[config.mk]
export PLATFORM = sky130hd
export DESIGN_NAME = largest_prime_at_most
export DESIGN_NICKNAME = d
export VERILOG_FILES = /design/src/hw/rtl/lpam_pkg.sv /design/src/hw/rtl/largest_prime_at_most.sv
export SDC_FILE = /design/constraint.sdc
export NUM_CORES = 1
export LEC_CHECK = 0
export ABC_AREA = 1
export BUFFER_PORTS_ARGS = -buffer_cell sky130_fd_sc_hd__buf_2
export CAP_MARGIN = 20
export CELL_PAD_IN_SITES_DETAIL_PLACEMENT = 0
export CELL_PAD_IN_SITES_GLOBAL_PLACEMENT = 1
export CORE_UTILIZATION = 37
export CTS_BUF_LIST = sky130_fd_sc_hd__clkbuf_2 sky130_fd_sc_hd__clkbuf_4 sky130_fd_sc_hd__clkbuf_8
export CTS_CLUSTER_SIZE = 40
export DETAILED_ROUTE_END_ITERATION = 12
export PLACE_DENSITY_LB_ADDON = 0.3
export SYNTH_ARGS = -nofsm -noshare
export SYNTH_HDL_FRONTEND = slang
export SYNTH_SLANG_ARGS = --single-unit
[constraint.sdc]
create_clock -name clk -period 15.5 [get_ports clk]
set_clock_uncertainty 0.2 [all_clocks]
set_input_delay 3.1 -clock clk [delete_from_list [all_inputs] [get_ports clk]]
set_output_delay 3.1 -clock clk [all_outputs]
set_load 0.005 [all_outputs]
[src/hw/rtl/lpam_pkg.sv]
// lpam_pkg: widths and constants for the largest-prime search block.
// No dependencies.
package lpam_pkg;

  localparam int LimitW = 32;  // signed request field
  localparam int PrimeW = 31;  // result field, also candidate width
  localparam int DivW   = 16;  // trial divisor never exceeds ~46350
  localparam int StepW  = $clog2(PrimeW);

  localparam logic [PrimeW-1:0] SmallPrime = PrimeW'(2);
  localparam logic [PrimeW-1:0] OddFloor   = PrimeW'(3);
  localparam logic [DivW-1:0]   DivThree   = DivW'(3);
  localparam logic [DivW-1:0]   DivFirst   = DivW'(5);
  localparam logic [DivW-1:0]   DivPairGap = DivW'(2);
  localparam logic [DivW-1:0]   DivStride  = DivW'(6);

endpackage

[src/hw/rtl/largest_prime_at_most.sv]
// largest_prime_at_most: returns the largest prime not above a signed limit.
// Depends on lpam_pkg.
//
// Usage:
//   Request channel: limit (32-bit signed) with in_valid / in_ready.
//   Result channel:  prime (31-bit) with out_valid / out_ready.
//   A limit of 2 or less (negatives included) answers 2. Otherwise the odd
//   value at or below the limit is tested, then odd values downward, until a
//   prime is found.
//   The block takes one request at a time; in_ready is low while it searches.
//   All divisions go through one restoring divider, one quotient bit per
//   cycle; the quotient gives the bound d <= cand / d and the remainder the
//   divisibility test. Each candidate above 3 is first divided by 3, then by
//   each divisor pair (d, d+2) with d = 5, 11, 17 and upward in steps of 6
//   while d <= cand / d; a division by a d that fails this bound ends the loop
//   with a prime. A small limit skips the search and goes straight to S_FIN.
//   The result sits in an output register. If the receiver stalls, a finished
//   search waits in its final state until that register frees; a new request
//   is taken only after the result has been loaded.
//   Reset (synchronous, active high) returns to idle and drops out_valid.
module largest_prime_at_most (
  input  logic                             clk,
  input  logic                             rst,
  input  logic                             in_valid,
  output logic                             in_ready,
  input  logic signed [lpam_pkg::LimitW-1:0] limit,
  output logic                             out_valid,
  input  logic                             out_ready,
  output logic        [lpam_pkg::PrimeW-1:0] prime
);
  import lpam_pkg::*;

  typedef enum logic [2:0] {
    S_IDLE,  // waiting for a request
    S_CAND,  // start testing current candidate
    S_DIV,   // divider iterating
    S_EVAL,  // act on quotient and remainder
    S_FIN    // load result register
  } state_t;

  typedef enum logic [1:0] {
    M_THREE,
    M_D,
    M_D2
  } mode_t;

  state_t              state;
  mode_t               mode;
  logic [PrimeW-1:0]   cand;     // current odd candidate
  logic [PrimeW-1:0]   res;      // answer waiting for the output register
  logic [DivW-1:0]     tdiv;     // trial divisor base d
  logic [PrimeW-1:0]   dvd;      // dividend in, quotient out
  logic [DivW-1:0]     dsr;      // current divisor
  logic [DivW-1:0]     rem;      // partial remainder, always < dsr
  logic [StepW-1:0]    step;

  // Shared divider: one restoring step per cycle.
  logic [DivW:0]       div_trial;
  logic                div_ge;
  logic [DivW-1:0]     rem_next;

  always_comb begin
    div_trial = {rem, dvd[PrimeW-1]};
    div_ge    = (div_trial >= {1'b0, dsr});
    if (div_ge) begin
      rem_next = DivW'(div_trial - {1'b0, dsr});
    end else begin
      rem_next = div_trial[DivW-1:0];
    end
  end

  logic small_limit;
  assign small_limit = limit[LimitW-1] || (limit[PrimeW-1:0] <= SmallPrime);

  assign in_ready = (state == S_IDLE);

  always_ff @(posedge clk) begin
    if (rst) begin
      state     <= S_IDLE;
      out_valid <= 1'b0;
    end else begin
      // a result taken while a new one is ready is replaced in S_FIN
      if (out_valid && out_ready && (state != S_FIN)) begin
        out_valid <= 1'b0;
      end

      case (state)
        S_IDLE: begin
          if (in_valid) begin
            if (small_limit) begin
              res   <= SmallPrime;
              state <= S_FIN;
            end else begin
              // lower an even limit to the odd value below it
              cand  <= limit[0] ? limit[PrimeW-1:0] : limit[PrimeW-1:0] - PrimeW'(1);
              state <= S_CAND;
            end
          end
        end

        S_CAND: begin
          if (cand == OddFloor) begin
            res   <= cand;
            state <= S_FIN;
          end else begin
            mode  <= M_THREE;
            dsr   <= DivThree;
            dvd   <= cand;
            rem   <= '0;
            step  <= '0;
            state <= S_DIV;
          end
        end

        S_DIV: begin
          rem  <= rem_next;
          dvd  <= {dvd[PrimeW-2:0], div_ge};
          step <= step + StepW'(1);
          if (step == StepW'(PrimeW - 1)) begin
            state <= S_EVAL;
          end
        end

        S_EVAL: begin
          if ((mode == M_D) && (PrimeW'(tdiv) > dvd)) begin
            // d above cand / d: no divisor left, prime
            res   <= cand;
            state <= S_FIN;
          end else if (rem == '0) begin
            // composite: next odd value down
            cand  <= cand - PrimeW'(2);
            state <= S_CAND;
          end else begin
            case (mode)
              M_THREE: begin
                mode  <= M_D;
                tdiv  <= DivFirst;
                dsr   <= DivFirst;
                dvd   <= cand;
                rem   <= '0;
                step  <= '0;
                state <= S_DIV;
              end
              M_D: begin
                mode  <= M_D2;
                dsr   <= tdiv + DivPairGap;
                dvd   <= cand;
                rem   <= '0;
                step  <= '0;
                state <= S_DIV;
              end
              default: begin
                mode  <= M_D;
                tdiv  <= tdiv + DivStride;
                dsr   <= tdiv + DivStride;
                dvd   <= cand;
                rem   <= '0;
                step  <= '0;
                state <= S_DIV;
              end
            endcase
          end
        end

        S_FIN: begin
          if (!out_valid || out_ready) begin
            out_valid <= 1'b1;
            prime     <= res;
            state     <= S_IDLE;
          end
        end

        default: begin
          state <= S_IDLE;
        end
      endcase
    end
  end

endmodule

==> results_dict.tcl, run 1 <==
set metrics [dict create \
    ys_ff_latch 182 \
    crit_fanout 23 \
    critPathLaunchType "input pin" \
    p_leak_nw 4.741 \
    syn-num-nets 1256 \
    crit_slowest_cell "and3_1" \
    ys_seq_area_frac 0.5210 \
    setup_viol 0 \
    final_hold_viol_count 0 \
    synthesis.area_um2 10410 \
    die_height_um 169.8 \
    worst_pin_slew_ns 1.066 \
    syn_inst 1181 \
    synthArstFlopShare 0 \
    cts_tree "done" \
    cap_viol_max_count 0 \
    place.gp.congestion 0.8344 \
    overflow 0 \
    synth_cell_types 56 \
    finalCritPeriodShare 0.3403 \
    clk_latency_ns 0.48 \
    dp.cells 1611 \
    dieArea_um2 28820 \
    synth-edff-count 178 \
    syn_area_per_cell_um2 8.818 \
    clk_path_buf_depth 2 \
    io_buffers 68 \
    multiInputGateArea_um2 4259 \
    nFillCells 2807 \
    num_io_pins 69 \
    vias 8207 \
    antenna_found_initial 0 \
    cp.required_ns 15.45 \
    diodes 0 \
    crit_path_frequent_cell "nand3_1" \
    hold_buffers 0 \
    ys.flop_type "edfxtp_1" \
    area_growth_pct 12.10 \
    layout.area.seq_um2 5425 \
    grt_max_degree 77 \
    max_freq_mhz 189.6 \
    rsz0062_at_grt "false" \
    stdcell_count 1644 \
    finalSetupTns_ns 0 \
    gr-usage-all-layers 0.1862 \
    fin_nets 1328 \
    vdd_drop_max_v 0.00004838 \
    clock_sinks 182 \
    status "finished, final reports clean" \
    rows 61 \
    ant_nets 0 \
    slowest_delay_ns 0.45 \
    hold_path.class "register to register" \
    path_clk_slew_ns 0.11 \
    ctsResizeCount 0 \
    critPathKind "input pin to register" \
    cts_setup_buffers 0 \
    period_needed_ns 5.275 \
    timing.hold.ws_ns 0.2264 \
    firstDrtPassIters 5 \
    hold_path_depth 0 \
    htreeDepth 4 \
    layout_commonest_cell "nand2_1" \
    critical_path.cell_chain "buf_2, or2_1, nor2_1, nand2_1, nor2_1, nand3_1, nand3_1, nand2_1, nand3_1, and3_1, buf_4" \
    numCtsBuffers 17 \
    cts-root-buf "clkbuf_8" \
    core_area_um2 27710 \
    first_global_vias 7764 \
    cp-end-kind "register" \
    slew_viol_final 0 \
    routedWlPerCell_um 15.63 \
    viasPerCell 4.992 \
    die_x_um 169.8 \
    drtIter0Drc 656 \
    ys_warn_count 0 \
    start_util 0.3759 \
    arrival_ns 5.22 \
    max_slew_margin 0.2869 \
    final_cell_mix "230 x nand2_1, 178 x edfxtp_1, 167 x inv_1" \
    wirelength_mm 25.69 \
    reg2reg_depth 9 \
    drc 0 \
    dp_hpwl_mm 19.38 \
    p_per_area_nw_per_um2 103.2 \
    layout-drive-gt1-share 0.1137 \
    grt_pass1_wl_mm 41.54 \
]
==> cell type report <==
type | instances | share of cell area
Inverter | 171 | 0.05498
Clock buffer | 18 | 0.02069
Tap cell | 378 | 0.04051
Sequential cell | 182 | 0.4647
Clock inverter | 14 | 0.01736
Multi-Input combinational cell | 802 | 0.3648
Timing Repair Buffer | 79 | 0.03687
==> flip-flops by register name, indices dropped and copies added, names as in the netlist <==
signal     cells
cand          31
dsr           16
dvd           31
mode           2
out_valid      1
prime         31
rem           16
res           31
state          3
step           5
tdiv          15
==> per-layer routing <==
| metal | wire length (um) | vias up | GRT usage |
|---|---|---|---|
| li1 | - | 4116 | - |
| met1 | 12920 | 3852 | 0.2758 |
| met2 | 11170 | 217 | 0.2837 |
| met3 | 1274 | 22 | 0.02799 |
| met4 | 329 | 0 | 0.04465 |
| met5 | 0 | - | 0 |
==> kinds of logic (layout without fill, tap and decap cells) <==
| group | count (synthesis) | count (layout) | share of synthesized area |
|---|---|---|---|
| buffers and inverters | 197 | 282 | 0.07317 |
| xor gates and xnor gates | 40 | 40 | 0.03364 |
| other | 1 | 1 | 0.0003601 |
| DFF | 182 | 182 | 0.5210 |
| AOI/OAI and AO/OA | 186 | 186 | 0.09840 |
| adders and majority gates | 39 | 39 | 0.04758 |
| and+or+nand+nor | 536 | 536 | 0.2259 |
==> Yosys cell counts, types with 2 or more instances <==
| library cell | number | share of area |
|---|---|---|
| nand2_1 | 230 | 0.083 |
| edfxtp_1 | 178 | 0.51 |
| inv_1 | 167 | 0.060 |
| nor2_1 | 157 | 0.057 |
| o21ai_0 | 87 | 0.042 |
| a21oi_1 | 65 | 0.031 |
| nand3_1 | 57 | 0.027 |
| ha_1 | 38 | 0.046 |
| xor2_1 | 36 | 0.030 |
| nor3_1 | 24 | 0.012 |
| nand4_1 | 23 | 0.014 |
| clkbuf_1 | 18 | 0.0065 |
| nor4_1 | 11 | 0.0066 |
| nand3b_1 | 6 | 0.0043 |
| or2_2 | 6 | 0.0036 |
| a31oi_1 | 5 | 0.0030 |
| o211ai_1 | 5 | 0.0036 |
| dfxtp_1 | 4 | 0.0077 |
| nand2_2 | 4 | 0.0024 |
| nor2_2 | 4 | 0.0024 |
| xnor2_1 | 4 | 0.0034 |
| a21boi_0 | 3 | 0.0022 |
| buf_2 | 3 | 0.0014 |
| o21ai_1 | 3 | 0.0014 |
| a21o_1 | 2 | 0.0014 |
| a22oi_1 | 2 | 0.0014 |
| buf_1 | 2 | 0.00072 |
| buf_4 | 2 | 0.0014 |
| clkinv_1 | 2 | 0.00072 |
| inv_2 | 2 | 0.00072 |
| nand2_4 | 2 | 0.0022 |
| nor3_2 | 2 | 0.0019 |
| o21a_1 | 2 | 0.0014 |
| o21bai_1 | 2 | 0.0014 |
| or2_1 | 2 | 0.0012 |
==> final timing paths <==
check                              from               endpoint  slack [ns]
setup / recovery              limit[15]  res[22]$_SDFFCE_PN0P_       10.22
hold / removal    res[26]$_SDFFCE_PN0P_    prime[26]$_DFFE_PP_        0.23
setup reg to reg  state[2]$_SDFFE_PP0P_      cand[2]$_DFFE_PP_       12.09
hold reg to reg   res[26]$_SDFFCE_PN0P_    prime[26]$_DFFE_PP_        0.23
==> critical path: cells and delay by family <==
family / cells / cell delay [ns]
buf+inv: 2 / 0.51
simple gates: 9 / 1.60
==> through the flow <==
stage / util / setup WS (ns) / instance area, um2 / total power [mW]
3_5_place_dp: 0.4048 / 9.754 / 11210 / 0.8595
4_1_cts: 0.4208 / 10.25 / 11660 / 1.216
3_3_place_gp: 0.4048 / 9.798 / 11210 / 0.8569
5_1_grt: 0.4214 / 9.998 / 11670 / 1.269
6_report: 0.4214 / 10.22 / 11670 / 1.205
2_1_floorplan: - / 8.448 / 10410 / 0.7840
==> power by group <==
part | switching [mW] | internal, mW
Combinational | 0.152 | 0.0656
Clock | 0.200 | 0.157
Sequential | 0.0272 | 0.603
No activity file was read; power rests on OpenSTA's default activity.
==> run 2, diff against run 1 <==
==> constraint.sdc (replaced) <==
create_clock -name clk -period 5.5 [get_ports clk]
set_clock_uncertainty 0.2 [all_clocks]
set_input_delay 1.1 -clock clk [delete_from_list [all_inputs] [get_ports clk]]
set_output_delay 1.1 -clock clk [all_outputs]
set_load 0.005 [all_outputs]
==> results_dict.tcl, run 2 (synthesized netlist as in run 1, its figures left out) <==
set metrics [dict create \
    status "finished, final reports clean" \
    grt_max_degree 77 \
    path_clk_slew_ns 0.11 \
    reg2reg_depth 9 \
    layout-drive-gt1-share 0.1137 \
    hold_path_depth 0 \
    worst_pin_slew_ns 1.050 \
    p_per_area_nw_per_um2 291.9 \
    final_util 0.4218 \
    overflow 0 \
    whs_endpoint "prime[24]$_DFFE_PP_" \
    viasPerCell 4.943 \
    rsz0062_at_grt "false" \
    cp.required_ns 5.45 \
    vias 8127 \
    critPathKind "input pin to register" \
    max_slew_margin 0.2977 \
    p_leak_nw 4.741 \
    rows 61 \
    min_from "res[24]$_SDFFCE_PN0P_" \
    htreeDepth 4 \
    combPwrFrac 0.179 \
    clk_latency_ns 0.47 \
    switching_share 0.3180 \
    crit_buf_inv 3 \
    die_x_um 169.8 \
    seqPwrFrac 0.521 \
    cts_tree "done" \
    max_freq_mhz 302.8 \
    start_util 0.3759 \
    diodes 0 \
    slowest_delay_ns 0.45 \
    setup_viol 0 \
    rr_endpoint "res[23]$_SDFFCE_PN0P_" \
    clock_sinks 182 \
    firstDrtPassIters 5 \
    intPower_mw 2.327 \
    num_io_pins 69 \
    layout_commonest_cell "nand2_1" \
    hold_path.class "register to register" \
    dieArea_um2 28820 \
    crit_slowest_cell "and3_1" \
    hold_buffers 0 \
    critical_path.cell_chain "buf_2, inv_1, nand2_1, nor2_1, nand2_1, nor2_1, nand3_1, nand3_1, nand2_1, nand3_1, and3_1, buf_4" \
    cp-end-kind "register" \
    grt_pass1_wl_mm 41.14 \
    final_hold_viol_count 0 \
    nFillCells 2803 \
    r2r_setup_slack_ns 2.28 \
    first_global_vias 7513 \
    cap_viol_max_count 0 \
    final_cell_mix "230 x nand2_1, 178 x edfxtp_1, 167 x inv_1" \
    drc 0 \
    fin_nets 1328 \
    cts_setup_buffers 0 \
    ant_nets 0 \
    finalSetupTns_ns 0 \
    critPathLaunchType "input pin" \
    die_height_um 169.8 \
    slew_viol_final 0 \
    clk_path_buf_depth 2 \
    routedWlPerCell_um 15.58 \
    drtIter0Drc 688 \
    crit_fanout 23 \
    vdd_drop_max_v 0.0001468 \
    cp_top_family "simple AND/OR/NAND/NOR gates" \
    io_buffers 68 \
    ctsResizeCount 0 \
    wirelength_mm 25.62 \
    core_area_um2 27710 \
    place.gp.congestion 0.8477 \
    area_growth_pct 12.23 \
    net-switching-power_mw 1.085 \
    dp_hpwl_mm 19.18 \
    reg2reg_from "mode[1]$_SDFFCE_PN0P_" \
    numCtsBuffers 17 \
    arrival_ns 3.25 \
    p_clk_frac 0.300 \
    cts-root-buf "clkbuf_8" \
    finalCritPeriodShare 0.6004 \
    period_needed_ns 3.302 \
    antenna_found_initial 0 \
    gr-usage-all-layers 0.1844 \
]
run 2: cell count changes in the layout (fill, tap and decap cells not counted), sizes merged:
cell    previous run  this run
clkbuf            18        17
clkinv             6         9
inv              177       175
run 2: routing by layer:
layer  vias to the layer above  share of wire  global-route usage
met3                        15          0.041             0.02682
met1                      3805           0.52              0.2799
met2                       196           0.43              0.2742
met4                         0         0.0098             0.04309
li1                       4111              -                   -
met5                         -              0                   0
run 2: how the worst max path moves through the flow:
stage | start | slack [ns] | endpoint | cells past startpoint
6_report | limit[11] | 2.20 | res[23]$_SDFFCE_PN0P_ | 12
4_1_cts | limit[15] | 2.23 | res[14]$_SDFFCE_PN0P_ | 11
3_3_place_gp | limit[19] | 1.77 | res[29]$_SDFFCE_PN0P_ | 11
5_1_grt | limit[11] | 1.96 | res[14]$_SDFFCE_PN0P_ | 12
3_5_place_dp | limit[15] | 1.73 | res[28]$_SDFFCE_PN0P_ | 11
2_1_floorplan | rst | 0.45 | prime[0]$_DFFE_PP_ | 2
run 2: area by class of cell:
type / instances / area (um2) / share of cell area
Tap cell: 378 / 473.0 / 0.04047
Clock buffer: 17 / 234.0 / 0.02002
Multi-Input combinational cell: 802 / 4259 / 0.3644
Inverter: 171 / 641.9 / 0.05492
Sequential cell: 182 / 5425 / 0.4642
Clock inverter: 15 / 231.5 / 0.01981
Timing Repair Buffer: 79 / 422.9 / 0.03618
run 2: power groups by stage:
stage | Clock [mW] | Sequential (mW) | Combinational (mW)
3_5_place_dp | 0 | 1.81 | 0.616
2_1_floorplan | 0 | 1.79 | 0.420
3_3_place_gp | 0 | 1.81 | 0.609
6_report | 1.02 | 1.78 | 0.611
4_1_cts | 1.05 | 1.78 | 0.618
5_1_grt | 1.10 | 1.79 | 0.694
run 2: worst reg2reg max path, delay by kind of cell (launching register included):
kind	cells	cell delay, ns
flip-flops	1	0.65
buffers and inverters	2	0.59
AO/OA/AOI/OAI	1	0.18
AND/OR/NAND/NOR	6	1.28
run 2: per-stage QoR:
step | setup WS, ns | instances | power, mW | hold slack, ns | cell area (um2)
floorplan | 0.4482 | 1181 | 2.210 | 0.2003 | 10410
global placement | 1.766 | 1612 | 2.416 | 0.2062 | 11220
detailed placement | 1.733 | 1612 | 2.422 | 0.2045 | 11220
CTS | 2.233 | 1644 | 3.449 | 0.2266 | 11690
global route | 1.965 | 1644 | 3.589 | 0.2217 | 11690
finish | 2.198 | 1644 | 3.412 | 0.2240 | 11690
